--- src/tdp_pkg.sv ---
package tdp_pkg;

	localparam logic [1:0] ACT_READ  = 2'd0;
	localparam logic [1:0] ACT_WRITE = 2'd1;
	localparam logic [1:0] ACT_EVENT = 2'd2;
	localparam logic [1:0] ACT_TICK  = 2'd3;

	// bit of write_value that drives pin 8
	localparam int unsigned PIN_EIGHT_BIT = 2;

	localparam logic       SMOOTH_RESET = 1'b1;
	// active-low buttons, B in bit 1, A in bit 0 (status bits 5 and 4)
	localparam logic [1:0] BTN_RESET    = 2'b11;

	localparam logic signed [8:0] SAT_LOW  = -9'sd8;
	localparam logic signed [8:0] SAT_HIGH = 9'sd7;

	typedef struct packed {
		logic [1:0]        action;
		logic [7:0]        write_value;
		logic signed [7:0] move_x;
		logic signed [7:0] move_y;
		logic [1:0]        press_bits;
		logic [1:0]        release_bits;
	} item_t;

	typedef struct packed {
		logic signed [3:0] target_x;
		logic signed [3:0] target_y;
		logic signed [3:0] shown_x;
		logic signed [3:0] shown_y;
		logic              pin_eight;
		logic [1:0]        btn_n;
	} state_t;

	function automatic logic signed [8:0] ext4(input logic signed [3:0] v);
		return {{5{v[3]}}, v};
	endfunction

	function automatic logic signed [8:0] ext8(input logic signed [7:0] v);
		return {v[7], v};
	endfunction

	// clamp to -8..7
	function automatic logic signed [3:0] sat4(input logic signed [8:0] v);
		logic signed [3:0] r;
		if (v < SAT_LOW) begin
			r = SAT_LOW[3:0];
		end else if (v > SAT_HIGH) begin
			r = SAT_HIGH[3:0];
		end else begin
			r = v[3:0];
		end
		return r;
	endfunction

	function automatic logic signed [3:0] step_toward(input logic signed [3:0] cur,
	                                                  input logic signed [3:0] tgt);
		logic signed [3:0] r;
		if (cur < tgt) begin
			r = cur + 4'sd1;
		end else if (cur > tgt) begin
			r = cur - 4'sd1;
		end else begin
			r = cur;
		end
		return r;
	endfunction

endpackage

--- src/tdp_ifs.sv ---
interface tdp_item_if;
	logic              valid;
	logic              ready;
	logic [1:0]        action;
	logic [7:0]        write_value;
	logic signed [7:0] move_x;
	logic signed [7:0] move_y;
	logic [1:0]        press_bits;
	logic [1:0]        release_bits;

	modport source (
		output valid, action, write_value, move_x, move_y, press_bits, release_bits,
		input  ready
	);
	modport sink (
		input  valid, action, write_value, move_x, move_y, press_bits, release_bits,
		output ready
	);
endinterface

interface tdp_result_if;
	logic       valid;
	logic       ready;
	logic [7:0] read_data;

	modport source (output valid, read_data, input ready);
	modport sink (input valid, read_data, output ready);
endinterface

--- src/tdp_step.sv ---
module tdp_step (
	input  tdp_pkg::state_t cur,
	input  logic            smooth,
	input  tdp_pkg::item_t  item,
	output tdp_pkg::state_t nxt,
	output logic [7:0]      read_data
);

	tdp_pkg::state_t   fol;
	logic signed [3:0] sel;
	logic              newpin;

	always_comb begin
		// follow targets first when smoothing is off (all but events)
		fol = cur;
		if (!smooth && item.action != tdp_pkg::ACT_EVENT) begin
			fol.shown_x = cur.target_x;
			fol.shown_y = cur.target_y;
		end

		sel       = fol.pin_eight ? fol.shown_y : fol.shown_x;
		// offset by 8 in 4 bits: flip the sign bit
		read_data = {2'b00, fol.btn_n, ~sel[3], sel[2:0]};
		newpin    = item.write_value[tdp_pkg::PIN_EIGHT_BIT];

		nxt = fol;
		unique case (item.action)
			tdp_pkg::ACT_READ: begin
			end
			tdp_pkg::ACT_WRITE: begin
				if (newpin != fol.pin_eight) begin
					if (newpin) begin
						nxt.target_x = tdp_pkg::sat4(tdp_pkg::ext4(fol.target_x)
						                             - tdp_pkg::ext4(fol.shown_x));
						nxt.shown_x  = 4'sd0;
					end else begin
						nxt.target_y = tdp_pkg::sat4(tdp_pkg::ext4(fol.target_y)
						                             - tdp_pkg::ext4(fol.shown_y));
						nxt.shown_y  = 4'sd0;
					end
				end
				nxt.pin_eight = newpin;
			end
			tdp_pkg::ACT_EVENT: begin
				nxt.target_x = tdp_pkg::sat4(tdp_pkg::ext4(fol.target_x)
				                             + tdp_pkg::ext8(item.move_x));
				nxt.target_y = tdp_pkg::sat4(tdp_pkg::ext4(fol.target_y)
				                             + tdp_pkg::ext8(item.move_y));
				// release wins over press
				nxt.btn_n = (fol.btn_n & ~item.press_bits) | item.release_bits;
			end
			tdp_pkg::ACT_TICK: begin
				if (smooth) begin
					nxt.shown_x = tdp_pkg::step_toward(fol.shown_x, fol.target_x);
					nxt.shown_y = tdp_pkg::step_toward(fol.shown_y, fol.target_y);
				end
			end
			default: begin
			end
		endcase
	end

endmodule

--- src/trackball_delta_port_top.sv ---
// Channel   Role    Payload                                          Carries
// items     sink    action, write_value, move_x, move_y,             one port access,
//                   press_bits, release_bits                         event or tick
// results   source  read_data                                        one per port read
// cfg       write   cfg_we, cfg_wdata                                smooth_enable
//
// One item per cycle sustained while no read is held by a stalled result. An item transfers into
// the input stage and is applied to the state from that stage, where a read also loads its result
// into the output register, which offers the result.
// arst_n clears the state to zero targets and shown values, pin 8 low, both buttons
// released, smoothing on.
// A stalled result holds a following read in the input stage, and the input behind it;
// writes, events and ticks still drain.
module trackball_delta_port_top (
	input  logic                clk,
	input  logic                arst_n,
	input  logic                cfg_we,
	input  logic                cfg_wdata,
	tdp_item_if.sink            items,
	tdp_result_if.source        results
);

	tdp_pkg::item_t  item_s1;
	logic            valid_s1;
	tdp_pkg::state_t st_q;
	tdp_pkg::state_t st_next;
	logic            smooth_q;
	logic            res_valid_q;
	logic [7:0]      res_data_q;
	logic [7:0]      rd_next;
	logic            is_read_s1;
	logic            adv_s1;

	assign is_read_s1 = (item_s1.action == tdp_pkg::ACT_READ);
	// advance the held item unless it is a read facing a full, stalled output
	assign adv_s1     = valid_s1 && (!is_read_s1 || !res_valid_q || results.ready);
	assign items.ready = !valid_s1 || adv_s1;

	// configuration register: the user writes it only while idle, which the block does not enforce
	always_ff @(posedge clk or negedge arst_n) begin
		if (!arst_n) begin
			smooth_q <= tdp_pkg::SMOOTH_RESET;
		end else if (cfg_we) begin
			smooth_q <= cfg_wdata;
		end
	end

	// input stage
	always_ff @(posedge clk or negedge arst_n) begin
		if (!arst_n) begin
			valid_s1 <= 1'b0;
		end else if (items.ready) begin
			valid_s1 <= items.valid;
		end
	end

	always_ff @(posedge clk) begin
		if (items.valid && items.ready) begin
			item_s1.action       <= items.action;
			item_s1.write_value  <= items.write_value;
			item_s1.move_x       <= items.move_x;
			item_s1.move_y       <= items.move_y;
			item_s1.press_bits   <= items.press_bits;
			item_s1.release_bits <= items.release_bits;
		end
	end

	tdp_step u_step (
		.cur       (st_q),
		.smooth    (smooth_q),
		.item      (item_s1),
		.nxt       (st_next),
		.read_data (rd_next)
	);

	// trackball state: advance once per applied item
	always_ff @(posedge clk or negedge arst_n) begin
		if (!arst_n) begin
			st_q.target_x  <= 4'sd0;
			st_q.target_y  <= 4'sd0;
			st_q.shown_x   <= 4'sd0;
			st_q.shown_y   <= 4'sd0;
			st_q.pin_eight <= 1'b0;
			st_q.btn_n     <= tdp_pkg::BTN_RESET;
		end else if (adv_s1) begin
			st_q <= st_next;
		end
	end

	// output register: drop on transfer, load on an applied read
	always_ff @(posedge clk or negedge arst_n) begin
		if (!arst_n) begin
			res_valid_q <= 1'b0;
		end else if (adv_s1 && is_read_s1) begin
			res_valid_q <= 1'b1;
		end else if (results.ready) begin
			res_valid_q <= 1'b0;
		end
	end

	always_ff @(posedge clk) begin
		if (adv_s1 && is_read_s1) begin
			res_data_q <= rd_next;
		end
	end

	assign results.valid     = res_valid_q;
	assign results.read_data = res_data_q;

`ifndef NO_ASSERTIONS
	// a new result only follows an applied read
	a_result_from_read: assert property (@(posedge clk) disable iff (!arst_n)
		$rose(res_valid_q) |-> $past(adv_s1 && is_read_s1))
		else $error("result without a read");

	// back-pressure only from a read blocked by a stalled output
	a_stall_cause: assert property (@(posedge clk) disable iff (!arst_n)
		!items.ready |-> (valid_s1 && is_read_s1 && res_valid_q && !results.ready))
		else $error("input stalled without cause");

	// with smoothing off, shown tracks target after any non-event item
	a_follow: assert property (@(posedge clk) disable iff (!arst_n)
		(!smooth_q && adv_s1 && item_s1.action != tdp_pkg::ACT_EVENT) |=>
		(st_q.shown_x == st_q.target_x && st_q.shown_y == st_q.target_y))
		else $error("shown value does not follow target");
`endif

endmodule

--- src/flat_wrapper.sv ---
// flat-port wrapper written by rule: the top's interface ports become plain ports
module trackball_delta_port_top_flat 
  (clk, arst_n, cfg_we, cfg_wdata, items_valid, items_action, items_write_value, items_move_x, items_move_y, items_press_bits, items_release_bits, items_ready, results_valid, results_read_data, results_ready);
  tdp_item_if items_i ();
  tdp_result_if results_i ();
  input  logic clk;
  input  logic arst_n;
  input  logic cfg_we;
  input  logic cfg_wdata;
  input wire logic [$bits(items_i.valid)-1:0] items_valid;
  input wire logic [$bits(items_i.action)-1:0] items_action;
  input wire logic [$bits(items_i.write_value)-1:0] items_write_value;
  input wire logic [$bits(items_i.move_x)-1:0] items_move_x;
  input wire logic [$bits(items_i.move_y)-1:0] items_move_y;
  input wire logic [$bits(items_i.press_bits)-1:0] items_press_bits;
  input wire logic [$bits(items_i.release_bits)-1:0] items_release_bits;
  output wire logic [$bits(items_i.ready)-1:0] items_ready;
  output wire logic [$bits(results_i.valid)-1:0] results_valid;
  output wire logic [$bits(results_i.read_data)-1:0] results_read_data;
  input wire logic [$bits(results_i.ready)-1:0] results_ready;
  assign items_i.valid = items_valid;
  assign items_i.action = items_action;
  assign items_i.write_value = items_write_value;
  assign items_i.move_x = items_move_x;
  assign items_i.move_y = items_move_y;
  assign items_i.press_bits = items_press_bits;
  assign items_i.release_bits = items_release_bits;
  assign items_ready = items_i.ready;
  assign results_valid = results_i.valid;
  assign results_read_data = results_i.read_data;
  assign results_i.ready = results_ready;
  trackball_delta_port_top u_core (.clk(clk), .arst_n(arst_n), .cfg_we(cfg_we), .cfg_wdata(cfg_wdata), .items(items_i), .results(results_i));
endmodule
--- config.mk ---
export PLATFORM = sky130hd
export DESIGN_NAME = trackball_delta_port_top_flat
export DESIGN_NICKNAME = d
export VERILOG_FILES = /design/src/tdp_pkg.sv /design/src/tdp_ifs.sv /design/src/tdp_step.sv /design/src/trackball_delta_port_top.sv /design/src/flat_wrapper.sv
export SDC_FILE = /design/constraint.sdc
export NUM_CORES = 1
export LEC_CHECK = 0
export ABC_AREA = 1
export BUFFER_PORTS_ARGS = -buffer_cell sky130_fd_sc_hd__buf_2
export CAP_MARGIN = 30
export CORE_MARGIN = 4
export CORE_UTILIZATION = 31
export CTS_BUF_LIST = sky130_fd_sc_hd__clkbuf_8 sky130_fd_sc_hd__clkbuf_16
export CTS_CLUSTER_SIZE = 24
export DETAILED_ROUTE_END_ITERATION = 10
export PLACE_DENSITY = 0.56
export SLEW_MARGIN = 20
export SYNTH_ARGS = -nofsm -noshare
export SYNTH_HDL_FRONTEND = slang
export SYNTH_SLANG_ARGS = --single-unit
export TNS_END_PERCENT = 5
--- constraint.sdc ---
create_clock -name clk -period 5.85 [get_ports clk]
set_input_delay 0.585 -clock clk [delete_from_list [all_inputs] [get_ports clk]]
set_output_delay 0.585 -clock clk [all_outputs]
set_load 0.1 [all_outputs]
==> metrics.cfg, run 1 <==
[critical_path]
worstPathRequired_ns = 6.03
r2r-start = u_core.smooth_q
critPathLaunchType = register
ff2ff_setup_slack_ns = 2.78
crit_fanout = 23
ff2ff_path_depth = 17
critPathKind = register to register
crit_slowest_cell = dfstp_2
rr_endpoint = u_core.st_q[4]
endpoint_kind = register
cpMostUsedCell = nand2_1
cpPeakStageDelay_ns = 0.66
crit_chain = inv_2, nand2_4, nand2_1, o21ai_1, inv_1, ha_1, nand2_1, nor3_1, inv_1, nand3_2, inv_2, nand2_1, nand4_1, nand2_1, nand2_1, nand2_1, nand2_1
arrival_ns = 3.25

[die]
initial_core_util_pct = 32.1
die_h_um = 120
num_rows = 40
ios = 46
dieArea_um2 = 14400
coreArea_um2 = 12100
fp.dieW_um = 120

[sta]
finalSetupViolCount = 0
rsz0062_at_grt = no
worst_slew_pin_slew_ns = 0.848
finalSetupTns_ns = 0
setup_ws_ns = 2.78
clock.fmax_ghz = 0.325
relSlewSlack_pct = 43.4
fin_crit_sh_pct = 52.5
hold_ws_ns = 0.272
fin_skew_ns = 0.00991
period_minus_slack_ns = 3.07
final_max_slew_viol_count = 0
hold_violations = 0

[placed_design]
dp.cells = 688
dpl_cell_area_um2 = 4220
numPortBuffers = 36
place_hpwl_mm = 6.68
routabilityCongestion = 0.848
pre_cts_ws_ns = 2.82

[synth]
syn_inst = 489
synthArstFlopShare_pct = 43.1
ys.flop_type = edfxtp_1
syn_area_per_cell_um2 = 7.94
yosys-top-cells-area = edfxtp_1 22%, dfrtp_1 12%, nand2_1 12%
synth_area_leader_cell = edfxtp_1
seq_area_frac_synth_pct = 36.7
synth_top_area_share_pct = 22.4
synth_edf_count = 29
ys_seq_elements = 51
synth_cell_types = 47
ys.warnings.count = 0
syn_area_um2 = 3880

[route]
drtIter0Drc = 149
wl_per_cell_um = 12.0
via_per_inst = 4.58
totalWireLength_mm = 8.38
first_pass_iters = 4
vias = 3185
drc = 0
ant_nets = 0

[final_layout]
fin_util_pct = 36.0
layout.area.seq_um2 = 1430
multi_input_area_um2 = 2100
final_cells = 696
final_cell_mix = 124 x nand2_1, 68 x inv_1, 36 x buf_2
drive_above_1_share_pct = 18.4
syn_to_final_growth_pct = 12.4
finish.net_count = 591
antennaDiodeCount = 0
mostFrequentLayoutCell = nand2_1
n_fill_cell = 1299
stdcell_area_um2 = 4360

[pwr]
powerDensity_nw_per_um2 = 437
power_mw = 1.91
p_sw_share_pct = 47.1
seq_power_share_pct = 26.8
p_sw_mw = 0.898
irDropWorstVdd_v = 0.000139
pwr-share-comb_pct = 57.8
clock_power_share_pct = 15.4
intPower_mw = 1.01
p_leak_nw = 2.13

[global_route]
grt_max_degree = 24
grt_pass1_wl_mm = 14.6
grt_overflow_total = 0
grtUsageTotal_pct = 12.2
antenna_found_initial = 0
grt_pass1_vias = 3129

[job]
drv_cap = 0

[cts]
cts_made_buffers = 5
worstSkewPairLatency_ns = 0.29
tritoncts = built
cts-resized-gates = 0
clkTransAtPathRegs_ns = 0.08
clkSinkCount = 51
clockBufferDepth = 2
cts_setup_buffers = 0
htreeDepth = 2
ctsHoldBuffers = 0
cts-root-buf = clkbuf_16

[min_path]
holdCritPathClass = primary input to async pin

[run_status]
status = completed

final cells by class:
class | count | area share [%]
multi-input combinational | 352 | 48.1
sequential | 51 | 32.7
inverter | 81 | 7.00
tap | 168 | 4.82
timing repair buffer | 36 | 4.13
clock buffer | 5 | 2.87
clock inverter | 3 | 0.459
cell usage after synthesis, types with 2 or more instances:
cell type and instances:
o21ai_2 10, a21oi_1 32, dfstp_2 3, a21boi_1 3
ha_1 26, o21ai_0 15, nor2_4 2, xnor2_1 3
nand3_1 30, dfrtp_1 19, xor2_1 15, edfxtp_1 29
nor3_1 6, inv_1 67, inv_2 13, nand2_4 2
a21boi_2 2, nor2_1 26, a21oi_2 2, o21ai_1 6
nand2_2 8, nand3b_1 4, nand3_2 4, a22oi_1 5
nand3_4 2, nand4_1 6, nand2_1 124, a32o_1 2
fa_1 2, or2_1 2, buf_4 3
power groups by stage:
stage          clock [mW]  combinational, mW  sequential [mW]
4_1_cts             0.300               1.11            0.511
6_report            0.293               1.10            0.510
2_1_floorplan           0              0.888            0.517
3_3_place_gp            0               1.08            0.515
5_1_grt             0.315               1.27            0.521
3_5_place_dp            0               1.10            0.519
worst max-delay path: cells and delay by family (launching register included):
family,cells,cell delay (ns)
flip-flops,1,0.66
AO/OA/AOI/OAI,1,0.25
buffers and inverters,4,0.45
adder cells (fa/ha/maj),1,0.42
AND/OR/NAND/NOR,11,1.19
flip-flops by register name, summed over array words and instances (netlist names):
| signal | count |
|---|---|
| u_core.st_q | 19 |
| u_core.results.read_data | 6 |
| u_core.valid_s1 | 1 |
| u_core.results.valid | 1 |
| u_core.smooth_q | 1 |
| u_core.item_s1 | 23 |
layer usage:
metal  track usage [%]  share of wire (%)  up-vias
li1                  -                  -     1684
met3              2.54                4.6        5
met2              20.1                 46       65
met1              16.7                 49     1431
met5                 0                  0        -
met4              2.08               0.68        0
how the worst max path moves through the flow:
stage,startpoint,end,slack [ns],cells after the start
global placement,u_core.smooth_q,u_core.st_q[4],2.88,17
global route,u_core.smooth_q,u_core.st_q[4],2.44,17
finish,u_core.smooth_q,u_core.st_q[4],2.78,17
detailed placement,u_core.smooth_q,u_core.st_q[4],2.82,17
CTS,u_core.smooth_q,u_core.st_q[4],2.81,17
floorplan,u_core.results.valid,u_core.item_s1[0],2.68,3
kinds of logic after synthesis:
family | Yosys count | share of synthesized area (%)
adders and majority gates | 28 | 9.41
xor gates and xnor gates | 18 | 4.06
other | 1 | 0.0966
and+or+nand+nor | 220 | 26.5
buffers and inverters | 87 | 9.35
AOI/OAI and AO/OA | 84 | 13.9
DFF | 51 | 36.7
Note: power is estimated with default switching activity, not from simulation.
==> run 2, diff against run 1 <==
Settings changed: ABC_AREA 1 to 0, PLACE_DENSITY 0.56 to 0.57.
Clock period 5.85 ns to 2.5 ns, I/O delays scaled along.
==> run 2 against run 1 <==
Net effect: the run now ends with negative setup slack left; critical endpoint is now u_core.st_q[8]; clock-buffer cell count did not move; register-to-register slack worse by 2.8 ns; via count is 11% higher; clock power grew to 3.1 times the previous value; power rose to 3.5 times the previous value; largest power group unchanged; critical path type unchanged; cell count fell by 0.72%; worst hold slack worse by 0.14 ns; non-clock buffer count grew 67; first-iteration DRC count decreased by 1.3%; core utilization rose by 7.3 points.
==> metrics.cfg, run 2 <==
[die]
ios = 46
coreArea_um2 = 12200
initial_core_util_pct = 32.1
num_rows = 40
die_h_um = 120
fp.dieW_um = 120
dieArea_um2 = 14500

[critical_path]
worstPathRequired_ns = 2.72
r2r-start = u_core.item_s1[29]
endpoint = u_core.st_q[8]
rr_endpoint = u_core.st_q[8]
crit_buf_inv = 3
endpoint_kind = register
cp_num_cells = 13
cp-startpoint = u_core.item_s1[29]
crit_family = compound AO/OA/AOI/OAI gates
critPathLaunchType = register
crit_chain = nor2b_4, nor3_4, a21oi_4, inv_2, ha_4, buf_6, a211oi_4, a31o_4, o31ai_4, buf_4, o31a_1, a2bb2oi_2, o21ai_1
crit_slowest_cell = edfxtp_1
ff2ff_setup_slack_ns = -0.07
crit_fanout = 4
ff2ff_path_depth = 13
critPathKind = register to register
cpPeakStageDelay_ns = 0.44
arrival_ns = 2.79

[cts]
cts_made_buffers = 5
clockBufferDepth = 2
clkTransAtPathRegs_ns = 0.07
tritoncts = built
worstSkewPairLatency_ns = 0.29
cts-root-buf = clkbuf_16
htreeDepth = 2
clkSinkCount = 51

[sta]
hold_violations = 0
finalSetupViolCount = 8
finalSetupTns_ns = -0.217
final_max_slew_viol_count = 0
fin_skew_ns = 0.00765
clock.fmax_ghz = 0.389
rsz0062_at_grt = yes
setup_ws_ns = -0.0736
period_minus_slack_ns = 2.57
worst_slew_pin_slew_ns = 0.574
relSlewSlack_pct = 61.7
hold_ws_ns = 0.128
fin_crit_sh_pct = 103

[pwr]
p_leak_nw = 2.15
irDropWorstVdd_v = 0.000466
powerDensity_nw_per_um2 = 1260
power_mw = 6.66

[synth]
synth_top_area_share_pct = 22.2
synth_edf_count = 29
synthTopCellsByCount = 33 x nand2_1, 32 x nor2_1, 29 x edfxtp_1, 28 x a21oi_1, 26 x ha_1
syn_area_um2 = 3920
ys.warnings.count = 0
synth_most_common_cell = nand2_1
syn_area_per_cell_um2 = 9.25
synthArstFlopShare_pct = 43.1
synth_cell_types = 70
ys.flop_type = edfxtp_1
yosys-top-cells-area = edfxtp_1 22%, dfrtp_1 12%, ha_1 8.3%
seq_area_frac_synth_pct = 36.4
synth_area_leader_cell = edfxtp_1
ys_seq_elements = 51
syn_inst = 424

[min_path]
holdCritPathClass = primary input to register

[route]
totalWireLength_mm = 10.5
ant_nets = 0
drc = 0
vias = 3537
wl_per_cell_um = 15.2
first_pass_iters = 5
via_per_inst = 5.12
drtIter0Drc = 147

[placed_design]
pre_cts_ws_ns = -0.241
routabilityCongestion = 0.929
dp.cells = 673
place_hpwl_mm = 7.74
dpl_cell_area_um2 = 4710
numPortBuffers = 36

[final_layout]
drive_above_1_share_pct = 35.6
stdcell_area_um2 = 5290
syn_to_final_growth_pct = 35.0
mostFrequentLayoutCell = buf_4
n_fill_cell = 1183
final_cell_mix = 60 x buf_4, 37 x buf_2, 31 x nand2_1, 31 x nor2_1, 29 x edfxtp_1
regMostFlops = u_core.item_s1
layout.area.seq_um2 = 1430
finish.net_count = 586
antennaDiodeCount = 0
largest_register_ffs = 23
multi_input_area_um2 = 2660
final_cells = 691
fin_util_pct = 43.3

[global_route]
grtUsageTotal_pct = 14.9
grt_pass1_wl_mm = 17.6
grt_pass1_vias = 3638
grt_max_degree = 23
grt_overflow_total = 0
antenna_found_initial = 0

[job]
drv_cap = 0

[run_status]
violations = negative setup slack
status = finished with violations

[run 2: changes by cell type in the layout (fill, tap and decap cells not counted), sizes merged, moves of 7 or more]
cell    change
a211oi      +8
nand4       -7
xor2       -10
nand2b     +16
nand2     -101
o22ai       +8
nand3      -25
mux2i      +11
inv        -57
nor2b      +18
o21ai       -7
buf        +66
[run 2: routing by layer]
metal | routed length (µm) | track usage, % | vias to the layer above
li1 | - | - | 1776
met1 | 4970 | 19.7 | 1666
met2 | 4940 | 25.1 | 82
met3 | 423 | 2.57 | 13
met4 | 161 | 4.18 | 0
met5 | 0 | 0 | -
[run 2: cell families (layout without fill, tap and decap cells)]
| family | after synthesis | count (layout) | synth area share [%] |
|---|---|---|---|
| flops | 51 | 51 | 36.4 |
| simple gates | 143 | 143 | 19.2 |
| mux | 13 | 13 | 3.38 |
| compound gates | 134 | 134 | 23.6 |
| buf+inv | 38 | 136 | 4.34 |
| fa+ha+maj | 30 | 30 | 9.83 |
| xor+xnor | 14 | 14 | 3.13 |
| other cells | 1 | 2 | 0.0957 |
[run 2: how the worst min path moves through the flow]
stage,start,endpoint,slack [ns],cells past startpoint
3_3_place_gp,arst_n,u_core.st_q[3],0.28,1
5_1_grt,items_release_bits[0],u_core.item_s1[0],0.12,1
6_report,items_move_x[5],u_core.item_s1[17],0.13,1
4_1_cts,items_move_x[5],u_core.item_s1[17],0.12,1
3_5_place_dp,arst_n,u_core.st_q[4],0.28,1
2_1_floorplan,arst_n,u_core.results.valid,-0.05,0
[run 2: report_power, final]
| part | switching [mW] | total, mW | internal (mW) |
|---|---|---|---|
| combinational | 2.31 | 4.50 | 2.19 |
| sequential | 0.193 | 1.26 | 1.07 |
| clock | 0.325 | 0.899 | 0.574 |
| total | 2.83 | 6.66 | 3.84 |
[run 2: cell type report]
class / instances / share of cell area [%]
repair buffers: 103 / 13.4
inverters: 25 / 1.77
flip-flops and latches: 51 / 27.0
clock inverters: 3 / 1.28
multi-input cells: 336 / 50.2
well taps: 168 / 3.97
clock buffers: 5 / 2.37
[run 2: repair_timing]
action                                  in CTS  in global routing
hold buffers                                 1                  0
endpoints found under the setup margin      13                 14
hold endpoints to repair                    19                  0
gates resized for setup                     53                 13
buffers inserted                             9                  0
pin swaps                                   27                  3
==> run 3, diff against run 2 <==
Settings changed: TNS_END_PERCENT 5 to not set.
==> run 3 against run 2 <==
Net effect: the run still ends with negative setup slack left; via count grew 3.4%; critical endpoint unchanged; non-clock buffer count rose by 14; clock-buffer cell count is the same; final area is 4.4% higher; cell count rose by 2.0%; critical path depth rose by 1; setup slack got worse by 0.057 ns; register-to-register slack got worse by 0.06 ns; clock power shrank 19%; power is 5.2% higher; wire length grew 3.2%.
==> metrics.cfg, run 3 (same netlist as run 2, synthesis figures left out) <==
[run_status]
status = finished with violations
violations = negative setup slack

[final_layout]
n_fill_cell = 1169
multi_input_area_um2 = 2800
mostFrequentLayoutCell = buf_4
antennaDiodeCount = 0
final_cells = 705
regMostFlops = u_core.item_s1
final_cell_mix = 72 x buf_4, 36 x buf_2, 32 x nor2_1
largest_register_ffs = 23
layout.area.seq_um2 = 1430
fin_util_pct = 45.2
finish.net_count = 600
syn_to_final_growth_pct = 40.9
drive_above_1_share_pct = 41.2

[cts]
cts-root-buf = clkbuf_16
clockBufferDepth = 2
worstSkewPairLatency_ns = 0.30
htreeDepth = 2
clkTransAtPathRegs_ns = 0.08
cts_made_buffers = 5
tritoncts = built
clkSinkCount = 51

[pwr]
powerDensity_nw_per_um2 = 1270
seq_power_share_pct = 18.0
p_leak_nw = 2.24
power_mw = 7.01
p_sw_share_pct = 43.7
clock_power_share_pct = 10.4
irDropWorstVdd_v = 0.000436
pwr-share-comb_pct = 71.6
p_sw_mw = 3.06
intPower_mw = 3.95

[critical_path]
arrival_ns = 2.86
critPathLaunchType = register
critPathKind = register to register
crit_buf_inv = 4
endpoint_kind = register
crit_slowest_cell = edfxtp_1
crit_chain = buf_6, nand2b_4, nand2b_4, a21oi_4, inv_2, ha_4, buf_4, a211oi_4, a31o_4, o31ai_4, buf_4, o31a_1, a2bb2oi_1, o21ai_1
crit_fanout = 4
crit_family = compound AO/OA/AOI/OAI gates
cpPeakStageDelay_ns = 0.42
worstPathRequired_ns = 2.72

[sta]
worst_slew_pin_slew_ns = 0.660
hold_violations = 0
period_minus_slack_ns = 2.63
clock.fmax_ghz = 0.380
final_max_slew_viol_count = 0
finalSetupViolCount = 12
relSlewSlack_pct = 55.7
fin_skew_ns = 0.00976
setup_ws_ns = -0.131
fin_crit_sh_pct = 105
rsz0062_at_grt = yes

[global_route]
grt_max_degree = 24
antenna_found_initial = 0
met2_usage_pct = 25.3
met3_usage_pct = 2.67
grtUsageTotal_pct = 15.1
grt_pass1_wl_mm = 18.0
grt_use_met1_pct = 20.7
grt_pass1_vias = 3742
grt_overflow_total = 0
busiest_layer = met2

[route]
first_pass_iters = 4
drc = 0
wl_per_cell_um = 15.4
ant_nets = 0
totalWireLength_mm = 10.8
via_per_inst = 5.19
drtIter0Drc = 222
vias = 3657

[placed_design]
pre_cts_ws_ns = -0.199
routabilityCongestion = 0.881
numPortBuffers = 36
place_hpwl_mm = 7.94
dp.cells = 669

[die]
fp.dieW_um = 120
initial_core_util_pct = 32.1
num_rows = 40
dieArea_um2 = 14500
die_h_um = 120
coreArea_um2 = 12200
ios = 46

[min_path]
holdCritPathClass = primary input to register

[job]
drv_cap = 0

==> run 3: stage by stage <==
step	area (µm²)	TNS, ns	hold slack, ns
5_1_grt	5520	-2.36	0.112
4_1_cts	5210	-0.336	0.117
3_5_place_dp	4790	-0.537	0.293
3_3_place_gp	4790	-0.278	0.286
6_report	5520	-0.994	0.124
2_1_floorplan	4100	-0.998	-0.0456
==> run 3: path summary, 6_finish.rpt <==
path | from | to | slack (ns) | depth (start not counted)
setup / recovery | u_core.item_s1[29] | u_core.st_q[8] | -0.13 | 14
hold / removal | items_move_y[4] | u_core.item_s1[8] | 0.12 | 1
setup reg to reg | u_core.item_s1[29] | u_core.st_q[8] | -0.13 | 14
hold reg to reg | u_core.item_s1[0] | u_core.st_q[0] | 0.48 | 1
max in group asynchronous | arst_n | u_core.st_q[14] | 1.58 | 2
min in group asynchronous | arst_n | u_core.st_q[8] | 0.49 | 2
==> run 3: timing repair <==
item	CTS	global route
setup endpoints to repair	10	14
endpoints found under the hold margin	19	0
hold buffers	1	0
gates resized for setup	33	41
setup buffers	16	12
pin swaps	22	28
==> run 3: area by class of cell <==
cell class	instances	share of cell area, %
multi-input cells	336	50.8
flip-flops and latches	51	25.8
repair buffers	117	15.0
well taps	168	3.81
clock buffers	5	2.27
inverters	25	1.79
clock inverters	3	0.498
==> run 3: routing by layer <==
layer,part of all wire (%),wire length [µm]
met5,0,0
met4,0.49,53
met3,4.9,533
met2,48,5240
met1,46,5010
==> run 3: power by group through the flow <==
| stage | registers (mW) | clock network, mW | logic, mW |
|---|---|---|---|
| floorplan | 1.31 | 0 | 2.73 |
| global placement | 1.27 | 0 | 3.91 |
| detailed placement | 1.27 | 0 | 4.00 |
| CTS | 1.26 | 0.743 | 4.46 |
| global route | 1.28 | 0.788 | 5.46 |
| finish | 1.26 | 0.729 | 5.02 |
